==> src/hw/rtl/assert_macros.svh <==
// ----------------------------------------------------------------------------
// Assertion macros
// Clocked concurrent assertion helpers. They are empty in synthesis builds.
// ----------------------------------------------------------------------------
`ifndef ASSERT_MACROS_SVH
`define ASSERT_MACROS_SVH

`ifndef SYNTHESIS
`define RMS_ASSERT(lbl, clk, rst_n, prop) \
    lbl: assert property (@(posedge clk) disable iff (!rst_n) prop) \
        else $error("assertion failed");
`define RMS_ASSERT_NEVER(lbl, clk, rst_n, cond) \
    `RMS_ASSERT(lbl, clk, rst_n, !(cond))
`else
`define RMS_ASSERT(lbl, clk, rst_n, prop)
`define RMS_ASSERT_NEVER(lbl, clk, rst_n, cond)
`endif

`endif

==> src/hw/rtl/rms_pkg.sv <==
// ----------------------------------------------------------------------------
// rms_pkg
// Shared types and constants for the robot mode sequencer.
// ----------------------------------------------------------------------------
package rms_pkg;

    localparam int CFG_IDX_W  = 3;
    localparam int CFG_DATA_W = 16;
    localparam int TIME_W     = 16;
    localparam int DIST_W     = 10;
    localparam int VAL_W      = 16;

    localparam logic [CFG_IDX_W-1:0] REG_RAKE_TIME  = 3'd0;
    localparam logic [CFG_IDX_W-1:0] REG_FIRE_TIME  = 3'd1;
    localparam logic [CFG_IDX_W-1:0] REG_AIM_TIME   = 3'd2;
    localparam logic [CFG_IDX_W-1:0] REG_HOME_TIME  = 3'd3;
    localparam logic [CFG_IDX_W-1:0] REG_NEAR_LIMIT = 3'd4;

    localparam logic [TIME_W-1:0] RAKE_TIME_RST  = 16'd2000;
    localparam logic [TIME_W-1:0] FIRE_TIME_RST  = 16'd3000;
    localparam logic [TIME_W-1:0] AIM_TIME_RST   = 16'd1000;
    localparam logic [TIME_W-1:0] HOME_TIME_RST  = 16'd1000;
    localparam logic [DIST_W-1:0] NEAR_LIMIT_RST = 10'd20;
    localparam logic [DIST_W-1:0] DISTANCE_RST   = 10'd50;

    localparam int QUEUE_DEPTH = 2;
    localparam int QPTR_W      = 1;
    localparam int QCNT_W      = 2;

    localparam int IN_TDATA_W  = 64;
    localparam int OUT_TDATA_W = 72;

    typedef enum logic [2:0] {
        CMD_TICK      = 3'd0,
        CMD_DISTANCE  = 3'd1,
        CMD_NAVIGATE  = 3'd2,
        CMD_RAKES     = 3'd3,
        CMD_LASER_POS = 3'd4,
        CMD_EMERGENCY = 3'd5,
        CMD_REPORT    = 3'd6,
        CMD_STOP      = 3'd7
    } t_cmd;

    typedef enum logic [2:0] {
        MODE_IDLE  = 3'd0,
        MODE_NAV   = 3'd1,
        MODE_RAKE  = 3'd2,
        MODE_AIM   = 3'd3,
        MODE_FIRE  = 3'd4,
        MODE_HOME  = 3'd5,
        MODE_ESTOP = 3'd6
    } t_mode;

    typedef enum logic [3:0] {
        EV_NONE      = 4'd0,
        EV_NAV       = 4'd1,
        EV_RAKE      = 4'd2,
        EV_RAKE_DONE = 4'd3,
        EV_AIM       = 4'd4,
        EV_AIMED     = 4'd5,
        EV_FIRED     = 4'd6,
        EV_HOME      = 4'd7,
        EV_OBSTACLE  = 4'd8,
        EV_MAN_STOP  = 4'd9,
        EV_CLEARED   = 4'd10,
        EV_STOPPED   = 4'd11,
        EV_REJECTED  = 4'd12,
        EV_REPORT    = 4'd13
    } t_event;

    // Classified command as it travels from the front to the back.
    typedef struct packed {
        t_cmd                     cmd;
        logic                     near;
        logic [DIST_W-1:0]        distance;
        logic signed [VAL_W-1:0]  speed;
        logic signed [VAL_W-1:0]  target_x;
        logic signed [VAL_W-1:0]  target_y;
    } t_item;

    typedef struct packed {
        logic [TIME_W-1:0] rake_time;
        logic [TIME_W-1:0] fire_time;
        logic [TIME_W-1:0] aim_time;
        logic [TIME_W-1:0] home_time;
    } t_timers;

    typedef struct packed {
        t_mode                    mode;
        t_event                   event_res;
        logic [DIST_W-1:0]        last_distance;
        logic signed [VAL_W-1:0]  nav_speed;
        logic signed [VAL_W-1:0]  laser_x;
        logic signed [VAL_W-1:0]  laser_y;
    } t_result;

endpackage

==> src/hw/rtl/rms_front.sv <==
// ----------------------------------------------------------------------------
// rms_front
// Input register stage: takes a beat, decodes the command and flags
// near distance samples.
// ----------------------------------------------------------------------------
module rms_front import rms_pkg::*; (
    input  logic                    i_clk,
    input  logic                    i_rst_n,
    input  logic                    i_valid,
    output logic                    o_ready,
    input  t_cmd                    i_cmd,
    input  logic [DIST_W-1:0]       i_distance,
    input  logic signed [VAL_W-1:0] i_speed,
    input  logic signed [VAL_W-1:0] i_target_x,
    input  logic signed [VAL_W-1:0] i_target_y,
    input  logic [DIST_W-1:0]       i_near_limit,
    output logic                    o_valid,
    input  logic                    i_ready,
    output t_item                   o_item
);

    logic  r_valid;
    t_item r_item;
    logic  take;

    assign o_ready = !r_valid || i_ready;
    assign take    = i_valid && o_ready;

    always_ff @(posedge i_clk) begin
        if (!i_rst_n) begin
            r_valid <= 1'b0;
        end else if (take) begin
            r_valid <= 1'b1;
        end else if (i_ready) begin
            r_valid <= 1'b0;
        end
    end

    always_ff @(posedge i_clk) begin
        if (take) begin
            r_item.cmd      <= i_cmd;
            // zero means no echo; limit of zero never matches
            r_item.near     <= (i_distance != '0) && (i_distance < i_near_limit);
            r_item.distance <= i_distance;
            r_item.speed    <= i_speed;
            r_item.target_x <= i_target_x;
            r_item.target_y <= i_target_y;
        end
    end

    assign o_valid = r_valid;
    assign o_item  = r_item;

endmodule

==> src/hw/rtl/rms_queue.sv <==
// ----------------------------------------------------------------------------
// rms_queue
// Two-entry queue of decoded commands between front and back.
// ----------------------------------------------------------------------------
module rms_queue import rms_pkg::*; (
    input  logic  i_clk,
    input  logic  i_rst_n,
    input  logic  i_valid,
    output logic  o_ready,
    input  t_item i_item,
    output logic  o_valid,
    input  logic  i_ready,
    output t_item o_item
);

    t_item              r_mem [QUEUE_DEPTH];
    logic [QPTR_W-1:0]  r_wr;
    logic [QPTR_W-1:0]  r_rd;
    logic [QCNT_W-1:0]  r_count;
    logic               push;
    logic               pop;

    assign o_ready = (r_count != QCNT_W'(QUEUE_DEPTH));
    assign o_valid = (r_count != '0);
    assign push    = i_valid && o_ready;
    assign pop     = o_valid && i_ready;

    always_ff @(posedge i_clk) begin
        if (!i_rst_n) begin
            r_wr    <= '0;
            r_rd    <= '0;
            r_count <= '0;
        end else begin
            if (push) begin
                r_wr <= r_wr + 1'b1;
            end
            if (pop) begin
                r_rd <= r_rd + 1'b1;
            end
            if (push && !pop) begin
                r_count <= r_count + 1'b1;
            end else if (pop && !push) begin
                r_count <= r_count - 1'b1;
            end
        end
    end

    always_ff @(posedge i_clk) begin
        if (push) begin
            r_mem[r_wr] <= i_item;
        end
    end

    assign o_item = r_mem[r_rd];

endmodule

==> src/hw/rtl/rms_back.sv <==
// ----------------------------------------------------------------------------
// rms_back
// Mode state machine: applies one decoded command per cycle when the
// output is not stalled and registers the result beat.
// ----------------------------------------------------------------------------
`include "assert_macros.svh"

module rms_back import rms_pkg::*; #(
    parameter int TIMER_BITS = 16
) (
    input  logic    i_clk,
    input  logic    i_rst_n,
    input  logic    i_valid,
    output logic    o_ready,
    input  t_item   i_item,
    input  t_timers i_timers,
    output logic    o_valid,
    input  logic    i_ready,
    output t_result o_result
);

    localparam int CMP_W = (TIMER_BITS > TIME_W) ? TIMER_BITS : TIME_W;
    localparam logic [TIMER_BITS-1:0] TIMER_MAX = {TIMER_BITS{1'b1}};

    t_mode                   r_mode, n_mode;
    t_mode                   r_saved_mode, n_saved_mode;
    logic [TIMER_BITS-1:0]   r_elapsed, n_elapsed;
    logic                    r_obstacle, n_obstacle;
    logic [DIST_W-1:0]       r_distance, n_distance;
    logic signed [VAL_W-1:0] r_speed, n_speed;
    logic signed [VAL_W-1:0] r_x, n_x;
    logic signed [VAL_W-1:0] r_y, n_y;
    logic                    r_out_valid;
    t_result                 r_out, n_result;

    logic                    pop;
    logic [TIMER_BITS-1:0]   elapsed_inc;
    logic [CMP_W-1:0]        elapsed_cmp;
    logic                    go;
    t_mode                   target;
    t_event                  evt;

    assign o_ready = !r_out_valid || i_ready;
    assign pop     = i_valid && o_ready;

    assign elapsed_inc = (r_elapsed == TIMER_MAX) ? r_elapsed : r_elapsed + 1'b1;
    assign elapsed_cmp = CMP_W'(elapsed_inc);

    always_comb begin
        n_mode       = r_mode;
        n_saved_mode = r_saved_mode;
        n_elapsed    = r_elapsed;
        n_obstacle   = r_obstacle;
        n_distance   = r_distance;
        n_speed      = r_speed;
        n_x          = r_x;
        n_y          = r_y;
        go           = 1'b0;
        target       = r_mode;
        evt          = EV_NONE;

        unique case (i_item.cmd)
            CMD_TICK: begin
                n_elapsed = elapsed_inc;
                unique case (r_mode)
                    MODE_RAKE: begin
                        if (elapsed_cmp >= CMP_W'(i_timers.rake_time)) begin
                            go = 1'b1; target = MODE_NAV; evt = EV_RAKE_DONE;
                        end
                    end
                    MODE_AIM: begin
                        if (elapsed_cmp >= CMP_W'(i_timers.aim_time)) begin
                            go = 1'b1; target = MODE_FIRE; evt = EV_AIMED;
                        end
                    end
                    MODE_FIRE: begin
                        if (elapsed_cmp >= CMP_W'(i_timers.fire_time)) begin
                            go = 1'b1; target = MODE_HOME; evt = EV_FIRED;
                        end
                    end
                    MODE_HOME: begin
                        if (elapsed_cmp >= CMP_W'(i_timers.home_time)) begin
                            go = 1'b1; target = MODE_NAV; evt = EV_HOME;
                        end
                    end
                    MODE_ESTOP: begin
                        if (!r_obstacle) begin
                            go = 1'b1; target = r_saved_mode; evt = EV_CLEARED;
                        end
                    end
                    default: ;
                endcase
            end
            CMD_DISTANCE: begin
                n_distance = i_item.distance;
                if (i_item.near) begin
                    // only the rising edge of the obstacle flag trips the stop
                    if (!r_obstacle) begin
                        n_obstacle = 1'b1;
                        if (r_mode != MODE_ESTOP) begin
                            go = 1'b1; target = MODE_ESTOP; evt = EV_OBSTACLE;
                        end
                    end
                end else begin
                    n_obstacle = 1'b0;
                end
            end
            CMD_NAVIGATE: begin
                n_speed = i_item.speed;
                go = 1'b1; target = MODE_NAV; evt = EV_NAV;
            end
            CMD_RAKES: begin
                if (r_mode == MODE_NAV) begin
                    go = 1'b1; target = MODE_RAKE; evt = EV_RAKE;
                end else begin
                    evt = EV_REJECTED;
                end
            end
            CMD_LASER_POS: begin
                n_x = i_item.target_x;
                n_y = i_item.target_y;
                if (r_mode == MODE_NAV) begin
                    go = 1'b1; target = MODE_AIM; evt = EV_AIM;
                end else begin
                    evt = EV_REJECTED;
                end
            end
            CMD_EMERGENCY: begin
                go = 1'b1; target = MODE_ESTOP; evt = EV_MAN_STOP;
            end
            CMD_REPORT: begin
                evt = EV_REPORT;
            end
            CMD_STOP: begin
                go = 1'b1; target = MODE_IDLE; evt = EV_STOPPED;
            end
            default: ;
        endcase

        // same-mode change keeps the timer running
        if (go && (target != r_mode)) begin
            n_saved_mode = r_mode;
            n_mode       = target;
            n_elapsed    = '0;
        end

        n_result.mode          = n_mode;
        n_result.event_res     = evt;
        n_result.last_distance = n_distance;
        n_result.nav_speed     = n_speed;
        n_result.laser_x       = n_x;
        n_result.laser_y       = n_y;
    end

    always_ff @(posedge i_clk) begin
        if (!i_rst_n) begin
            r_mode       <= MODE_IDLE;
            r_saved_mode <= MODE_IDLE;
            r_elapsed    <= '0;
            r_obstacle   <= 1'b0;
            r_distance   <= DISTANCE_RST;
            r_speed      <= '0;
            r_x          <= '0;
            r_y          <= '0;
            r_out_valid  <= 1'b0;
        end else begin
            if (pop) begin
                r_mode       <= n_mode;
                r_saved_mode <= n_saved_mode;
                r_elapsed    <= n_elapsed;
                r_obstacle   <= n_obstacle;
                r_distance   <= n_distance;
                r_speed      <= n_speed;
                r_x          <= n_x;
                r_y          <= n_y;
                r_out_valid  <= 1'b1;
            end else if (i_ready) begin
                r_out_valid  <= 1'b0;
            end
        end
    end

    always_ff @(posedge i_clk) begin
        if (pop) begin
            r_out <= n_result;
        end
    end

    assign o_valid  = r_out_valid;
    assign o_result = r_out;

    `RMS_ASSERT(a_mode_change_clears_timer, i_clk, i_rst_n, (r_mode != $past(r_mode)) |-> (r_elapsed == '0))
    `RMS_ASSERT(a_mode_change_saves_old, i_clk, i_rst_n, (r_mode != $past(r_mode)) |-> (r_saved_mode == $past(r_mode)))
    `RMS_ASSERT(a_obstacle_sets_flag, i_clk, i_rst_n, (pop && (evt == EV_OBSTACLE)) |=> (r_obstacle && (r_mode == MODE_ESTOP)))

endmodule

==> src/hw/rtl/robot_mode_sequencer_core.sv <==
// ----------------------------------------------------------------------------
// robot_mode_sequencer_core
// Seven-mode field robot sequencer driven by ticks, distance samples and
// decoded commands; one result beat per input beat.
// ----------------------------------------------------------------------------
// Every input beat (a millisecond tick, an ultrasonic distance sample or a
// decoded command) produces exactly one result beat carrying the mode after
// that beat, an event code and the stored distance, speed and laser target.
// The block sustains one beat per clock when the output is not stalled:
// the input register decodes the command and flags near samples against
// near_limit, a two-entry queue decouples it from the mode machine, and
// the mode machine applies one command per cycle into an output register.
// A beat passes the input register, the queue and the output register
// before its result is valid; the combinational mode update (one timer
// increment and one 16-bit compare) sets the rate. The user must write
// timers over the cfg port only while idle; the block does not enforce
// it. Index 0 rake_time, 1 fire_time, 2 aim_time, 3 home_time, 4
// near_limit (low 10 bits), other indexes are ignored. Elapsed time
// saturates at 2^TIMER_BITS - 1, so a timer above that never expires.
// ----------------------------------------------------------------------------
module robot_mode_sequencer_core import rms_pkg::*; #(
    parameter int TIMER_BITS = 16
) (
    input  logic                   i_clk,
    input  logic                   i_rst_n,
    // config write port
    input  logic                   i_cfg_we,
    input  logic [CFG_IDX_W-1:0]   i_cfg_addr,
    input  logic [CFG_DATA_W-1:0]  i_cfg_wdata,
    // input beats
    input  logic                   s_axis_tvalid,
    output logic                   s_axis_tready,
    // command[2:0], distance[12:3], speed[28:13], target_x[44:29],
    // target_y[60:45], zero[63:61]
    input  logic [IN_TDATA_W-1:0]  s_axis_tdata,
    // result beats
    output logic                   m_axis_tvalid,
    input  logic                   m_axis_tready,
    // mode[2:0], event_res[6:3], last_distance[16:7], nav_speed[32:17],
    // laser_x[48:33], laser_y[64:49], zero[71:65]
    output logic [OUT_TDATA_W-1:0] m_axis_tdata
);

    // timer and limit registers
    t_timers           r_timers;
    logic [DIST_W-1:0] r_near_limit;

    always_ff @(posedge i_clk) begin
        if (!i_rst_n) begin
            r_timers.rake_time <= RAKE_TIME_RST;
            r_timers.fire_time <= FIRE_TIME_RST;
            r_timers.aim_time  <= AIM_TIME_RST;
            r_timers.home_time <= HOME_TIME_RST;
            r_near_limit       <= NEAR_LIMIT_RST;
        end else if (i_cfg_we) begin
            unique case (i_cfg_addr)
                REG_RAKE_TIME:  r_timers.rake_time <= i_cfg_wdata;
                REG_FIRE_TIME:  r_timers.fire_time <= i_cfg_wdata;
                REG_AIM_TIME:   r_timers.aim_time  <= i_cfg_wdata;
                REG_HOME_TIME:  r_timers.home_time <= i_cfg_wdata;
                REG_NEAR_LIMIT: r_near_limit       <= i_cfg_wdata[DIST_W-1:0];
                default: ;
            endcase
        end
    end

    // front -> queue -> back
    logic    fr_valid, fr_ready;
    t_item   fr_item;
    logic    q_valid, q_ready;
    t_item   q_item;
    t_result result;

    rms_front u_front (
        .i_clk        (i_clk),
        .i_rst_n      (i_rst_n),
        .i_valid      (s_axis_tvalid),
        .o_ready      (s_axis_tready),
        .i_cmd        (t_cmd'(s_axis_tdata[2:0])),
        .i_distance   (s_axis_tdata[12:3]),
        .i_speed      (s_axis_tdata[28:13]),
        .i_target_x   (s_axis_tdata[44:29]),
        .i_target_y   (s_axis_tdata[60:45]),
        .i_near_limit (r_near_limit),
        .o_valid      (fr_valid),
        .i_ready      (fr_ready),
        .o_item       (fr_item)
    );

    rms_queue u_queue (
        .i_clk   (i_clk),
        .i_rst_n (i_rst_n),
        .i_valid (fr_valid),
        .o_ready (fr_ready),
        .i_item  (fr_item),
        .o_valid (q_valid),
        .i_ready (q_ready),
        .o_item  (q_item)
    );

    rms_back #(
        .TIMER_BITS (TIMER_BITS)
    ) u_back (
        .i_clk    (i_clk),
        .i_rst_n  (i_rst_n),
        .i_valid  (q_valid),
        .o_ready  (q_ready),
        .i_item   (q_item),
        .i_timers (r_timers),
        .o_valid  (m_axis_tvalid),
        .i_ready  (m_axis_tready),
        .o_result (result)
    );

    // pack the result beat, first field lowest
    assign m_axis_tdata = {
        7'd0,
        result.laser_y,
        result.laser_x,
        result.nav_speed,
        result.last_distance,
        result.event_res,
        result.mode
    };

endmodule

==> config.mk <==
export PLATFORM = sky130hd
export DESIGN_NAME = robot_mode_sequencer_core
export DESIGN_NICKNAME = d
export VERILOG_FILES = /design/src/hw/rtl/rms_pkg.sv /design/src/hw/rtl/rms_front.sv /design/src/hw/rtl/rms_queue.sv /design/src/hw/rtl/rms_back.sv /design/src/hw/rtl/robot_mode_sequencer_core.sv
export VERILOG_INCLUDE_DIRS = /design/src /design/src/hw/rtl
export SDC_FILE = /design/constraint.sdc
export NUM_CORES = 1
export LEC_CHECK = 0
export ABC_AREA = 1
export BUFFER_PORTS_ARGS = -buffer_cell sky130_fd_sc_hd__clkbuf_2
export CAP_MARGIN = 10
export CORE_MARGIN = 5
export CORE_UTILIZATION = 50
export DETAILED_ROUTE_END_ITERATION = 6
export PLACE_DENSITY = 0.71
export SLEW_MARGIN = 20
export SYNTH_ARGS = -nofsm -noshare
export SYNTH_HDL_FRONTEND = slang
export SYNTH_SLANG_ARGS = --single-unit
export TNS_END_PERCENT = 100
==> constraint.sdc <==
create_clock -name i_clk -period 4.7 [get_ports i_clk]
set_clock_uncertainty 0.05 [all_clocks]
set_input_delay 0.235 -clock i_clk [delete_from_list [all_inputs] [get_ports i_clk]]
set_output_delay 0.235 -clock i_clk [all_outputs]
set_load 0.05 [all_outputs]
==> results.cfg <==
[worst_setup_path]
critPathMostFrequentCell = nand2_1
slowest_stage = dfxtp_1
crit_arrival_ns = 4.53
crit_family = simple AND/OR/NAND/NOR gates
max_stage_delay_ns = 0.38
endpoint_kind = register
path_depth = 29
path_buf_inv = 6
worstReg2RegEnd = u_back.r_saved_mode[1]
required_ns = 5.07
crit_path_end = u_back.r_saved_mode[1]
rr_startpoint = u_back.r_elapsed[0]
start_kind = register
r2r_cells = 29
reg2reg_setup_slack_ns = 0.54
cp_max_fo = 20
crit_type = register to register
worstSetupStartpoint = u_back.r_elapsed[0]

[final_layout]
layout_common_cells = 288 x inv_1, 251 x edfxtp_1, 237 x nand2_1
fin_util = 0.611
final_layout_size_suffix_gt1_frac = 0.161
finalInstanceArea_um2 = 21100
syn2layout_area_growth_pct = 20.3
fillers = 2769
layout_commonest_cell = inv_1
nets = 2121

[yosys]
yosysTopAreaCell = edfxtp_1
synthDistinctLibCells = 47
synth-edff-count = 251
ys.flop_type = edfxtp_1
yosysTopAreaCellShare = 0.429
yosys_warnings = 0
postSynthCellCount = 1726
synth-async-reset-ratio = 0
synth_area_leaders = edfxtp_1 43%, dfxtp_1 18%, inv_1 6.2%, ha_1 5.3%, nand2_1 5.1%
synth-seq-area-share = 0.614
synth-seq-cells = 413
syn_area_um2 = 17600
syn_area_per_cell_um2 = 10.2

[cts]
cts-buffers-inserted = 43
clkTransAtPathRegs_ns = 0.06
postCtsSetupBuffers = 0
cts.sinks = 413
insertion_delay_ns = 0.55
cts_max_level = 2
clk_path_buf_depth = 3
cts_tree = done
cts_root_buffer = clkbuf_16

[drt]
ant_nets = 0
wl_per_cell_um = 15.8
vias = 12600
routed_wl_um = 38700
dr.pass1.iters = 5
post-route-drc-count = 0
via_per_inst = 5.15
drt_iter0_drc = 698

[pwr]
p_sw_frac = 0.365
p_comb_frac = 0.296
irDropWorstVdd_v = 0.000517
p_leak_nw = 8.97
p_int_mw = 7.65
p_clk_frac = 0.283
power_frac_seq = 0.420
p_per_area_nw_per_um2 = 570
power_switching_mw = 4.40

[sta]
min_period_over_period = 0.885
rsz0062_at_grt = no
worst_pin_slew_ns = 1.06
setup_viol = 0
final-max-slew-violation-count = 0
max_freq_mhz = 240
totalNegativeSetupSlack_ns = 0
hold_viol = 0
max_slew_margin = 0.292
fin_crit_ns = 4.16

[floorplan]
initial_core_util = 0.507
io_pins = 162
die_y_um = 197
dieArea_um2 = 39000
core_area_um2 = 34600
row_count = 68
dieWidth_um = 197

[worst_hold_path]
min_path_type = primary input to register
min_path_cells = 3

[global_route]
grt.overflow.total = 0
grt_pass1_vias = 12500
busiest_layer = met2
grt_start_max_net_pins = 93
track_usage = 0.195
met1_usage = 0.245
use_met2 = 0.349
grt_use_met3 = 0.0321
antenna_found_initial = 3
grt_pass1_wl_um = 62100

[run]
cap_violations = 0

[place]
placed_area_um2 = 18900
numPortBuffers = 151
hpwl_um = 25500
place.gp.congestion = 0.855

[outcome]
status = complete, no violations
==> layer usage <==
| layer | up-vias | routed length [µm] |
|---|---|---|
| met5 | - | 0 |
| met4 | 0 | 1070 |
| met3 | 79 | 2330 |
| met2 | 336 | 19300 |
| met1 | 5921 | 16100 |
| li1 | 6292 | - |
==> tightest hold or removal path: stages <==
cell	delay, ns
clkbuf_2	0.15
o21ai_0	0.10
a21oi_1	0.11
==> worst min path at each step <==
stage                           startpoint              endpoint  slack [ns]
after global routing        i_cfg_wdata[1]           r_timers[1]        0.03
after global placement    s_axis_tdata[46]     u_front.o_item[1]        0.36
after CTS                          i_rst_n  u_back.r_elapsed[10]       0.007
final                       i_cfg_wdata[1]          r_timers[49]        0.03
after detailed placement  s_axis_tdata[19]    u_front.o_item[38]        0.36
after floorplan           s_axis_tdata[45]     u_front.o_item[0]        0.28
==> final cells by class <==
type	instances	area (µm²)	share of cell area
antenna	5	12.5	0.000592
clock buffer	61	1240	0.0588
clock inverter	18	201	0.00953
inverter	299	1130	0.0533
multi-input combinational	945	5440	0.257
sequential	413	10800	0.510
tap	455	569	0.0269
timing repair buffer	256	1760	0.0834
==> stage by stage <==
| step | instances | hold WS [ns] | worst slack (ns) | power [mW] |
|---|---|---|---|---|
| floorplan | 1732 | 0.284 | 1.01 | 7.73 |
| global placement | 2290 | 0.364 | 0.422 | 8.54 |
| detailed placement | 2290 | 0.364 | 0.309 | 8.67 |
| CTS | 2447 | 0.00733 | 0.275 | 12.2 |
| global route | 2451 | 0.0349 | 0.0114 | 12.7 |
| finish | 2452 | 0.0255 | 0.540 | 12.1 |
==> cells in the mapped netlist, types with 7 or more instances <==
cell type	number
inv_1	290
edfxtp_1	251
nand2_1	237
o21ai_0	173
dfxtp_1	162
a21oi_1	159
nor2_1	77
ha_1	75
o211ai_1	73
clkbuf_1	55
nand3_1	44
nand2_2	13
a21oi_2	12
nor3_1	12
mux2_2	10
inv_2	8
nand4_1	8
buf_1	7
buf_4	7
==> power groups by stage <==
stage / clock network [mW] / registers, mW / logic, mW
5_1_grt: 3.66 / 5.13 / 3.89
2_1_floorplan: 0 / 6.09 / 1.64
3_5_place_dp: 0 / 5.15 / 3.52
3_3_place_gp: 0 / 5.11 / 3.43
4_1_cts: 3.50 / 5.07 / 3.60
6_report: 3.42 / 5.06 / 3.57
==> sequential cells by signal (all words and copies together), names as in the netlist, named ones only <==
register	cells
u_back.o_result	65
u_queue.r_wr	1
u_back.r_elapsed	16
u_back.r_x	16
u_back.r_speed	16
u_back.o_valid	1
u_back.r_distance	10
u_queue.r_mem	124
r_near_limit	10
u_back.r_y	16
u_front.o_item	62
u_back.r_saved_mode	3
u_queue.r_count	2
u_back.r_mode	3
u_back.r_obstacle	1
u_front.o_valid	1
r_timers	64
u_queue.r_rd	1
==> kinds of logic (layout without fill, tap and decap cells) <==
kind of cell	Yosys count	in the layout	share of synthesized area
AO/OA/AOI/OAI	442	442	0.142
XOR/XNOR	7	7	0.00349
adder cells (fa/ha/maj)	75	75	0.0534
buffers and inverters	374	634	0.0827
flip-flops	413	413	0.614
multiplexers	11	11	0.00698
other	1	12	0.000213
AND/OR/NAND/NOR	403	403	0.0973
==> timing repair <==
item	in CTS	in global routing
hold endpoints to repair	106	0
hold buffers	78	0
endpoints found under the setup margin	0	19
gates resized for setup	0	9
Power figures use the tool's default switching activity.
